`config.mk`:
```
export PLATFORM = sky130hd
export DESIGN_NAME = stereo_windowed_rms_meter_flat
export DESIGN_NICKNAME = d
export VERILOG_FILES = /design/src/hw/rtl/swrm_pkg.sv /design/src/hw/rtl/swrm_sample_if.sv /design/src/hw/rtl/swrm_level_if.sv /design/src/hw/rtl/swrm_lane.sv /design/src/hw/rtl/stereo_windowed_rms_meter.sv /design/src/flat_wrapper.sv
export SDC_FILE = /design/constraint.sdc
export NUM_CORES = 2
export LEC_CHECK = 0
export BUFFER_PORTS_ARGS = -buffer_cell sky130_fd_sc_hd__buf_2
export CAP_MARGIN = 15
export CORE_ASPECT_RATIO = 1.5
export CORE_MARGIN = 2
export CORE_UTILIZATION = 46
export CTS_CLUSTER_SIZE = 14
export DETAILED_ROUTE_END_ITERATION = 6
export SLEW_MARGIN = 15
export SYNTH_ARGS = -nofsm -noshare
export SYNTH_HDL_FRONTEND = slang
export SYNTH_SLANG_ARGS = --single-unit
```
`constraint.sdc`:
```
create_clock -name clk -period 5.1 [get_ports clk]
set_clock_uncertainty 0.1 [all_clocks]
set_input_delay 0.765 -clock clk [delete_from_list [all_inputs] [get_ports clk]]
set_output_delay 0.765 -clock clk [all_outputs]
set_load 0.03 [all_outputs]
```
`src/hw/rtl/swrm_pkg.sv`:
```
// shared types and constants of the stereo windowed rms meter
package swrm_pkg;

	localparam int WIN_W   = 16;
	localparam int LEVEL_W = 16;

	typedef enum logic [2:0] {
		ST_IDLE,
		ST_SQUARE,
		ST_ACCUM,
		ST_DIV,
		ST_SQRT_INIT,
		ST_SQRT,
		ST_LEVEL,
		ST_OUT
	} swrm_state_t;

	typedef enum logic [1:0] {
		ACC_NONE,
		ACC_ADD,
		ACC_SWAP,
		ACC_CLOSE
	} swrm_acc_t;

	typedef struct packed {
		logic      load;
		logic      sq_step;
		swrm_acc_t acc;
		logic      div_step;
		logic      sqrt_init;
		logic      sqrt_step;
		logic      level_load;
	} swrm_ctrl_t;

endpackage

```
`src/hw/rtl/swrm_sample_if.sv`:
```
// input channel carrying one stereo sample pair per item
interface swrm_sample_if #(
	parameter int SAMPLE_BITS = 16
);
	logic                          valid;
	logic                          ready;
	logic signed [SAMPLE_BITS-1:0] left_sample;
	logic signed [SAMPLE_BITS-1:0] right_sample;

	modport source (output valid, output left_sample, output right_sample, input ready);
	modport sink (input valid, input left_sample, input right_sample, output ready);
endinterface

```
`src/hw/rtl/swrm_level_if.sv`:
```
// output channel carrying the levels of one item
interface swrm_level_if import swrm_pkg::*; ();
	logic               valid;
	logic               ready;
	logic [LEVEL_W-1:0] volume;
	logic [LEVEL_W-1:0] left_level;
	logic [LEVEL_W-1:0] right_level;
	logic               window_done;

	modport source (output valid, output volume, output left_level, output right_level,
		output window_done, input ready);
	modport sink (input valid, input volume, input left_level, input right_level,
		input window_done, output ready);
endinterface

```
`src/hw/rtl/swrm_lane.sv`:
```
// one channel: serial square, sum of squares, serial divide and serial square root
module swrm_lane import swrm_pkg::*; #(
	parameter int SAMPLE_BITS = 16,
	parameter int COUNT_BITS  = 16
) (
	input  logic                          clk,
	input  logic                          arst_n,
	input  swrm_ctrl_t                    ctrl,
	input  logic signed [SAMPLE_BITS-1:0] sample,
	input  logic [WIN_W-1:0]              win,
	output logic [LEVEL_W-1:0]            level
);

	localparam int PROD_W = 2 * SAMPLE_BITS;
	localparam int SUM_W  = PROD_W + COUNT_BITS - 1;
	localparam int ROOT_W = (SUM_W + 1) / 2;
	localparam int RAD_W  = 2 * ROOT_W;

	logic [SAMPLE_BITS-1:0] sample_u;
	logic [SAMPLE_BITS-1:0] mag;
	logic [SAMPLE_BITS:0]   part_sum;
	logic [SUM_W-1:0]       prod_ext;
	logic [WIN_W:0]         div_trial;
	logic [WIN_W:0]         div_diff;
	logic                   div_ge;
	logic [ROOT_W+2:0]      sq_t;
	logic [ROOT_W+2:0]      sq_trial;
	logic [ROOT_W+2:0]      sq_diff;
	logic                   sq_ge;

	logic [SAMPLE_BITS-1:0] mcand_q;
	logic [PROD_W-1:0]      prod_q;
	logic [SUM_W-1:0]       sum_q;
	logic [SUM_W-1:0]       div_q;
	logic [WIN_W-1:0]       rem_q;
	logic [RAD_W-1:0]       rad_q;
	logic [ROOT_W:0]        srem_q;
	logic [ROOT_W-1:0]      root_q;
	logic [LEVEL_W-1:0]     level_q;

	assign sample_u = sample;
	assign mag      = sample_u[SAMPLE_BITS-1] ? (~sample_u + 1'b1) : sample_u;
	assign part_sum = {1'b0, prod_q[PROD_W-1:SAMPLE_BITS]}
		+ (prod_q[0] ? {1'b0, mcand_q} : '0);
	assign prod_ext = SUM_W'(prod_q);

	assign div_trial = {rem_q, div_q[SUM_W-1]};
	assign div_ge    = div_trial >= {1'b0, win};
	assign div_diff  = div_trial - {1'b0, win};

	assign sq_t     = {srem_q, rad_q[RAD_W-1 -: 2]};
	assign sq_trial = {1'b0, root_q, 2'b01};
	assign sq_ge    = sq_t >= sq_trial;
	assign sq_diff  = sq_t - sq_trial;

	assign level = level_q;

	// architectural state
	always_ff @(posedge clk or negedge arst_n) begin
		if (!arst_n) begin
			sum_q   <= '0;
			level_q <= '0;
		end else begin
			unique case (ctrl.acc)
				ACC_NONE:  sum_q <= sum_q;
				ACC_ADD:   sum_q <= sum_q + prod_ext;
				ACC_SWAP:  sum_q <= prod_ext;
				ACC_CLOSE: sum_q <= '0;
			endcase
			if (ctrl.level_load) begin
				level_q <= LEVEL_W'(root_q);
			end
		end
	end

	// datapath shift registers
	always_ff @(posedge clk) begin
		if (ctrl.load) begin
			mcand_q <= mag;
			prod_q  <= {{SAMPLE_BITS{1'b0}}, mag};
		end else if (ctrl.sq_step) begin
			prod_q <= {part_sum, prod_q[SAMPLE_BITS-1:1]};
		end

		if (ctrl.acc == ACC_SWAP) begin
			div_q <= sum_q;
			rem_q <= '0;
		end else if (ctrl.acc == ACC_CLOSE) begin
			div_q <= sum_q + prod_ext;
			rem_q <= '0;
		end else if (ctrl.div_step) begin
			div_q <= {div_q[SUM_W-2:0], div_ge};
			rem_q <= div_ge ? div_diff[WIN_W-1:0] : div_trial[WIN_W-1:0];
		end

		if (ctrl.sqrt_init) begin
			rad_q  <= RAD_W'(div_q);
			srem_q <= '0;
			root_q <= '0;
		end else if (ctrl.sqrt_step) begin
			rad_q  <= {rad_q[RAD_W-3:0], 2'b00};
			srem_q <= sq_ge ? sq_diff[ROOT_W:0] : sq_t[ROOT_W:0];
			root_q <= {root_q[ROOT_W-2:0], sq_ge};
		end
	end

endmodule

```
`src/hw/rtl/stereo_windowed_rms_meter.sv`:
```
// top level of the stereo windowed rms meter
// The samples channel takes one stereo pair per item (valid/ready, accepted when both
// are high). The levels channel returns one item per input item: both channel
// levels, their maximum and a flag that marks the item that closed a window.
// window_length is written through cfg_we/cfg_wdata; the user must write it only while the
// block is idle, as the block itself does not enforce this. A value of 0 acts as 1.
// Each channel squares its sample one multiplier bit per cycle. Closing a window runs a
// restoring divide at one quotient bit per cycle over the 2*SAMPLE_BITS + COUNT_BITS - 1
// bit sum, then a square root at one root bit per cycle. Both channels run side by side.
// One item is in work at a time; the next is accepted the cycle after the result
// enters the output register, so the rate is set by the serial square, divide and
// root units.
// Reset clears the sums, the sample count and the levels, sets window_length to 1 and
// empties the output register. A stalled receiver holds the result in the output
// register; a following item is still processed and waits for the register to free.
module stereo_windowed_rms_meter import swrm_pkg::*; #(
	parameter int SAMPLE_BITS = 16,
	parameter int COUNT_BITS  = 16
) (
	input  logic               clk,
	input  logic               arst_n,
	swrm_sample_if.sink        samples,
	swrm_level_if.source       levels,
	input  logic               cfg_we,
	input  logic [WIN_W-1:0]   cfg_wdata
);

	localparam int SUM_W  = 2 * SAMPLE_BITS + COUNT_BITS - 1;
	localparam int ROOT_W = (SUM_W + 1) / 2;
	localparam int CNT_W  = $clog2(SUM_W + 1);
	localparam int CMP_W  = ((COUNT_BITS > WIN_W) ? COUNT_BITS : WIN_W) + 1;

	swrm_state_t          state_q, state_d;
	swrm_ctrl_t           ctrl;
	logic [CNT_W-1:0]     cnt_q, cnt_d;
	logic [COUNT_BITS-1:0] count_q, count_d;
	logic                 done_q, done_d;
	logic [WIN_W-1:0]     window_q;
	logic [WIN_W-1:0]     win_eff;
	logic [CMP_W-1:0]     count_ext;
	logic [CMP_W-1:0]     win_ext;
	logic                 out_load;
	logic [LEVEL_W-1:0]   left_level;
	logic [LEVEL_W-1:0]   right_level;

	logic                 out_valid_q;
	logic [LEVEL_W-1:0]   out_volume_q;
	logic [LEVEL_W-1:0]   out_left_q;
	logic [LEVEL_W-1:0]   out_right_q;
	logic                 out_done_q;

	assign win_eff   = (window_q == '0) ? WIN_W'(1) : window_q;
	assign count_ext = CMP_W'(count_q);
	assign win_ext   = CMP_W'(win_eff);

	swrm_lane #(
		.SAMPLE_BITS (SAMPLE_BITS),
		.COUNT_BITS  (COUNT_BITS)
	) u_left (
		.clk    (clk),
		.arst_n (arst_n),
		.ctrl   (ctrl),
		.sample (samples.left_sample),
		.win    (win_eff),
		.level  (left_level)
	);

	swrm_lane #(
		.SAMPLE_BITS (SAMPLE_BITS),
		.COUNT_BITS  (COUNT_BITS)
	) u_right (
		.clk    (clk),
		.arst_n (arst_n),
		.ctrl   (ctrl),
		.sample (samples.right_sample),
		.win    (win_eff),
		.level  (right_level)
	);

	always_ff @(posedge clk or negedge arst_n) begin
		if (!arst_n) begin
			state_q     <= ST_IDLE;
			cnt_q       <= '0;
			count_q     <= '0;
			done_q      <= 1'b0;
			window_q    <= WIN_W'(1);
			out_valid_q <= 1'b0;
		end else begin
			state_q <= state_d;
			cnt_q   <= cnt_d;
			count_q <= count_d;
			done_q  <= done_d;
			if (cfg_we) begin
				window_q <= cfg_wdata;
			end
			if (out_load) begin
				out_valid_q <= 1'b1;
			end else if (levels.ready) begin
				out_valid_q <= 1'b0;
			end
		end
	end

	always_ff @(posedge clk) begin
		if (out_load) begin
			out_volume_q <= (left_level > right_level) ? left_level : right_level;
			out_left_q   <= left_level;
			out_right_q  <= right_level;
			out_done_q   <= done_q;
		end
	end

	always_comb begin
		state_d       = state_q;
		cnt_d         = cnt_q;
		count_d       = count_q;
		done_d        = done_q;
		ctrl          = '0;
		samples.ready = 1'b0;
		out_load      = 1'b0;
		unique case (state_q)
			ST_IDLE: begin
				samples.ready = 1'b1;
				if (samples.valid) begin
					ctrl.load = 1'b1;
					cnt_d     = CNT_W'(SAMPLE_BITS - 1);
					state_d   = ST_SQUARE;
				end
			end
			ST_SQUARE: begin
				ctrl.sq_step = 1'b1;
				if (cnt_q == '0) begin
					state_d = ST_ACCUM;
				end else begin
					cnt_d = cnt_q - 1'b1;
				end
			end
			ST_ACCUM: begin
				priority if (count_ext >= win_ext) begin
					// window was shrunk: close old sums, sample opens the new window
					ctrl.acc = ACC_SWAP;
					count_d  = COUNT_BITS'(1);
					done_d   = 1'b1;
					cnt_d    = CNT_W'(SUM_W - 1);
					state_d  = ST_DIV;
				end else if (count_ext + CMP_W'(1) == win_ext) begin
					ctrl.acc = ACC_CLOSE;
					count_d  = '0;
					done_d   = 1'b1;
					cnt_d    = CNT_W'(SUM_W - 1);
					state_d  = ST_DIV;
				end else begin
					ctrl.acc = ACC_ADD;
					count_d  = count_q + 1'b1;
					done_d   = 1'b0;
					state_d  = ST_OUT;
				end
			end
			ST_DIV: begin
				ctrl.div_step = 1'b1;
				if (cnt_q == '0) begin
					state_d = ST_SQRT_INIT;
				end else begin
					cnt_d = cnt_q - 1'b1;
				end
			end
			ST_SQRT_INIT: begin
				ctrl.sqrt_init = 1'b1;
				cnt_d          = CNT_W'(ROOT_W - 1);
				state_d        = ST_SQRT;
			end
			ST_SQRT: begin
				ctrl.sqrt_step = 1'b1;
				if (cnt_q == '0) begin
					state_d = ST_LEVEL;
				end else begin
					cnt_d = cnt_q - 1'b1;
				end
			end
			ST_LEVEL: begin
				ctrl.level_load = 1'b1;
				state_d         = ST_OUT;
			end
			ST_OUT: begin
				if (!out_valid_q || levels.ready) begin
					out_load = 1'b1;
					state_d  = ST_IDLE;
				end
			end
		endcase
	end

	assign levels.valid       = out_valid_q;
	assign levels.volume      = out_volume_q;
	assign levels.left_level  = out_left_q;
	assign levels.right_level = out_right_q;
	assign levels.window_done = out_done_q;

endmodule

```
`src/flat_wrapper.sv`:
```
// flat-port wrapper written by rule: the top's interface ports become plain ports
module stereo_windowed_rms_meter_flat import swrm_pkg::*;
#(
	parameter int SAMPLE_BITS = 16,
	parameter int COUNT_BITS  = 16
)
  (clk, arst_n, cfg_we, cfg_wdata, samples_valid, samples_left_sample, samples_right_sample, samples_ready, levels_valid, levels_volume, levels_left_level, levels_right_level, levels_window_done, levels_ready);
  swrm_sample_if #(.SAMPLE_BITS(SAMPLE_BITS)) samples_i ();
  swrm_level_if levels_i ();
  input  logic clk;
  input  logic arst_n;
  input  logic cfg_we;
  input  logic [WIN_W-1:0] cfg_wdata;
  input wire logic [$bits(samples_i.valid)-1:0] samples_valid;
  input wire logic [$bits(samples_i.left_sample)-1:0] samples_left_sample;
  input wire logic [$bits(samples_i.right_sample)-1:0] samples_right_sample;
  output wire logic [$bits(samples_i.ready)-1:0] samples_ready;
  output wire logic [$bits(levels_i.valid)-1:0] levels_valid;
  output wire logic [$bits(levels_i.volume)-1:0] levels_volume;
  output wire logic [$bits(levels_i.left_level)-1:0] levels_left_level;
  output wire logic [$bits(levels_i.right_level)-1:0] levels_right_level;
  output wire logic [$bits(levels_i.window_done)-1:0] levels_window_done;
  input wire logic [$bits(levels_i.ready)-1:0] levels_ready;
  assign samples_i.valid = samples_valid;
  assign samples_i.left_sample = samples_left_sample;
  assign samples_i.right_sample = samples_right_sample;
  assign samples_ready = samples_i.ready;
  assign levels_valid = levels_i.valid;
  assign levels_volume = levels_i.volume;
  assign levels_left_level = levels_i.left_level;
  assign levels_right_level = levels_i.right_level;
  assign levels_window_done = levels_i.window_done;
  assign levels_i.ready = levels_ready;
  stereo_windowed_rms_meter #(.SAMPLE_BITS(SAMPLE_BITS), .COUNT_BITS(COUNT_BITS)) u_core (.clk(clk), .arst_n(arst_n), .samples(samples_i), .levels(levels_i), .cfg_we(cfg_we), .cfg_wdata(cfg_wdata));
endmodule
```
==> results.toml <==
[cts]
cts.clk_slew.worst_paths_ps = 60
cts-root-buf = "clkbuf_16"
clock_sinks = 634
numCtsBuffers = 66
clk_latency_ps = 630
holdBufCountCts = 0
cts_resized = 0
cts_tree = "done"
cts.path.max_buffers = 3
post_cts_buffers = 0
htreeDepth = 3

[sta]
drv_slew = 0
min_period_over_period = 0.925
slew_headroom = 0.302
hold_viol = 0
rsz0062_at_grt = "no"
fmax_mhz = 212
worst_pin_slew_ps = 1040
fin_tns_setup_ps = 0
finalCriticalPeriod_ps = 4720
setup_viol = 0

[placed_design]
hpwlAfterDp_um = 71000
routabilityCongestion = 0.897
portBuffers = 103

[setup_path]
critPathLaunchType = "flop"
path_max_fanout = 52
crit_path_start = "u_core.window_q[9]$_DFFE_PN0P_"
endpoint_kind = "flop"
r2r_start = "u_core.window_q[9]$_DFFE_PN0P_"
criticalPathCategory = "reg2reg"
critical_path_arrival_ps = 4980
required_ps = 5370

[detailed_routing]
vias = 29700
detail-route-antenna-nets = 0
first_iter_violations = 1899
drc = 0
dr.pass1.iters = 7
wl_per_cell_um = 20.0
routed_wl_um = 101000
vias_per_cell = 5.91

[power]
p_clk_frac = 0.151
vdd_drop_max_uv = 663
p_leak_nw = 16.7
p_per_area_mw_per_mm2 = 778
pwr-share-comb = 0.570
power.internal_mw = 17.8
p_seq_frac = 0.279
p_switching_mw = 14.0
finalPower_mw = 31.9
p_sw_frac = 0.440

[synthesis]
syn-num-nets = 4183
synthTopCellsByCount = "nand2_1, edfxtp_1, o21ai_0"
ys_warn_count = 0
synth_area_mm2 = 0.0373
ys_types = 95
avgSynthCellArea_um2 = 9.56
synth_edf_count = 301
synth_area_leaders = "edfxtp_1, dfrtp_1, dfxtp_1"
yosysMostFrequentCell = "nand2_1"
netlist_instances = 3903
ys_seq_area_frac = 0.443
synth_seq_cells = 634
synth-async-reset-ratio = 0.267
synth_top_cell_by_area = "edfxtp_1"
synth_top_cell_area_share = 0.242
synth_flop_cell = "edfxtp_1"

[final_layout]
antenna_cells = 0
area_growth_pct = 9.81
fillers = 7513
final_nets = 4212
final_layout_size_suffix_gt1_frac = 0.108

[grt]
grt_overflow = 0
grt_pass1_wl_um = 161000
grtUsageTotal = 0.239
grt_max_degree = 103
grt_pass1_vias = 29100
antenna_found_initial = 0

[floorplanning]
dieWidth_um = 237
core_mm2 = 0.0807
start_util = 0.462
io-pin-count = 104
die_area_mm2 = 0.0835
core.rowCount = 128
die_h_um = 353

[outcome]
status = "completed"

[worst_hold_path]
hp-class = "in2async"

[run]
maxCapViolations = 0
worst max-delay path: stages (launching register included):
cell	delay (ps)
dfrtp_1	400
nor4_1	450
a41o_1	320
ha_1	280
nand2b_1	150
a21o_1	170
a21oi_1	140
o31a_1	140
o311ai_0	240
nand2_2	140
buf_4	620
nand3_4	590
buf_4	350
o32ai_1	260
a21oi_1	70
registers in the layout, summed over array words and instances (netlist names), 24 cells and up:
signal / flops
u_core.u_left.rad_q: 48
u_core.u_right.rad_q: 48
u_core.u_left.div_q: 47
u_core.u_left.sum_q: 47
u_core.u_right.div_q: 47
u_core.u_right.sum_q: 47
u_core.u_left.prod_q: 32
u_core.u_right.prod_q: 32
u_core.u_left.srem_q: 25
u_core.u_right.srem_q: 25
u_core.u_left.root_q: 24
u_core.u_right.root_q: 24
cell usage in the layout, fill, tap and decap left out, types with 108 or more instances in the layout:
cell      netlist  routed
o21ai_0       296     296
dfxtp_1       164     164
a21oi_1       253     253
ha_1          221     221
nor2_1        286     284
dfrtp_1       168     168
edfxtp_1      301     301
mux2_2        108     108
xnor2_1       118     118
inv_1         173     173
nand2_1       411     407
per-layer routing:
layer / global-route usage / vias to the layer above / routed length, µm
met3: 0.0259 / 192 / 4390
met2: 0.435 / 761 / 51900
met4: 0.0903 / 0 / 3330
met5: 0 / - / 0
li1: - / 14500 / -
met1: 0.288 / 14300 / 40900
per-stage QoR:
stage | instance area, µm² | hold slack [ps] | instances | utilization | setup slack [ps]
floorplan | 37300 | 318 | 3903 | - | 561
global placement | 38900 | 335 | 4904 | 0.482 | 497
detailed placement | 38900 | 335 | 4904 | 0.482 | 432
CTS | 41000 | 69.8 | 5025 | 0.508 | 403
global route | 41000 | 88.5 | 5025 | 0.508 | 130
finish | 41000 | 52.2 | 5025 | 0.508 | 381
cell type report:
| type | count | area, µm² | share of cell area |
|---|---|---|---|
| Inverter | 176 | 666 | 0.0162 |
| Clock inverter | 28 | 256 | 0.00626 |
| Tap cell | 1040 | 1300 | 0.0317 |
| Timing Repair Buffer | 161 | 1020 | 0.0249 |
| Multi-Input combinational cell | 2893 | 19300 | 0.472 |
| Sequential cell | 634 | 16600 | 0.404 |
| Clock buffer | 93 | 1840 | 0.0450 |
worst paths after layout:
| kind | endpoint | slack, ps | cells past startpoint |
|---|---|---|---|
| min in group clk | u_core.window_q[9]$_DFFE_PN0P_ | 250 | 3 |
| worst min register to register | u_core.u_left.rad_q[47]$_SDFFE_PP0P_ | 350 | 2 |
| max in group asynchronous | u_core.u_left.level[11]$_DFFE_PN0P_ | 3700 | 2 |
| worst max register to register | u_core.u_left.div_q[44]$_DFFE_PP_ | 380 | 14 |
| worst max-delay path | u_core.u_left.div_q[44]$_DFFE_PP_ | 380 | 14 |
| worst min-delay path | u_core.u_right.sum_q[19]$_DFFE_PN0P_ | 50 | 1 |
power by group through the flow:
stage / Combinational [mW] / Clock (mW) / Sequential [mW]
after detailed placement: 18.1 / 0 / 8.97
after floorplan: 14.4 / 0 / 8.48
after global routing: 20.3 / 5.11 / 9.09
after CTS: 18.2 / 4.95 / 8.88
final: 18.2 / 4.82 / 8.89
after global placement: 17.9 / 0 / 8.95
cell families (layout without fill, tap and decap cells):
logic type               count (synthesis)  in the layout  synth area share
XOR/XNOR                               182            182            0.0427
multiplexers                           159            159            0.0463
AO/OA/AOI/OAI                         1171           1171             0.204
AND/OR/NAND/NOR                       1154           1154             0.146
buffers and inverters                  376            458            0.0405
flip-flops                             634            634             0.443
adder cells (fa/ha/maj)                227            227            0.0773
(Power assumes the default switching activity.)
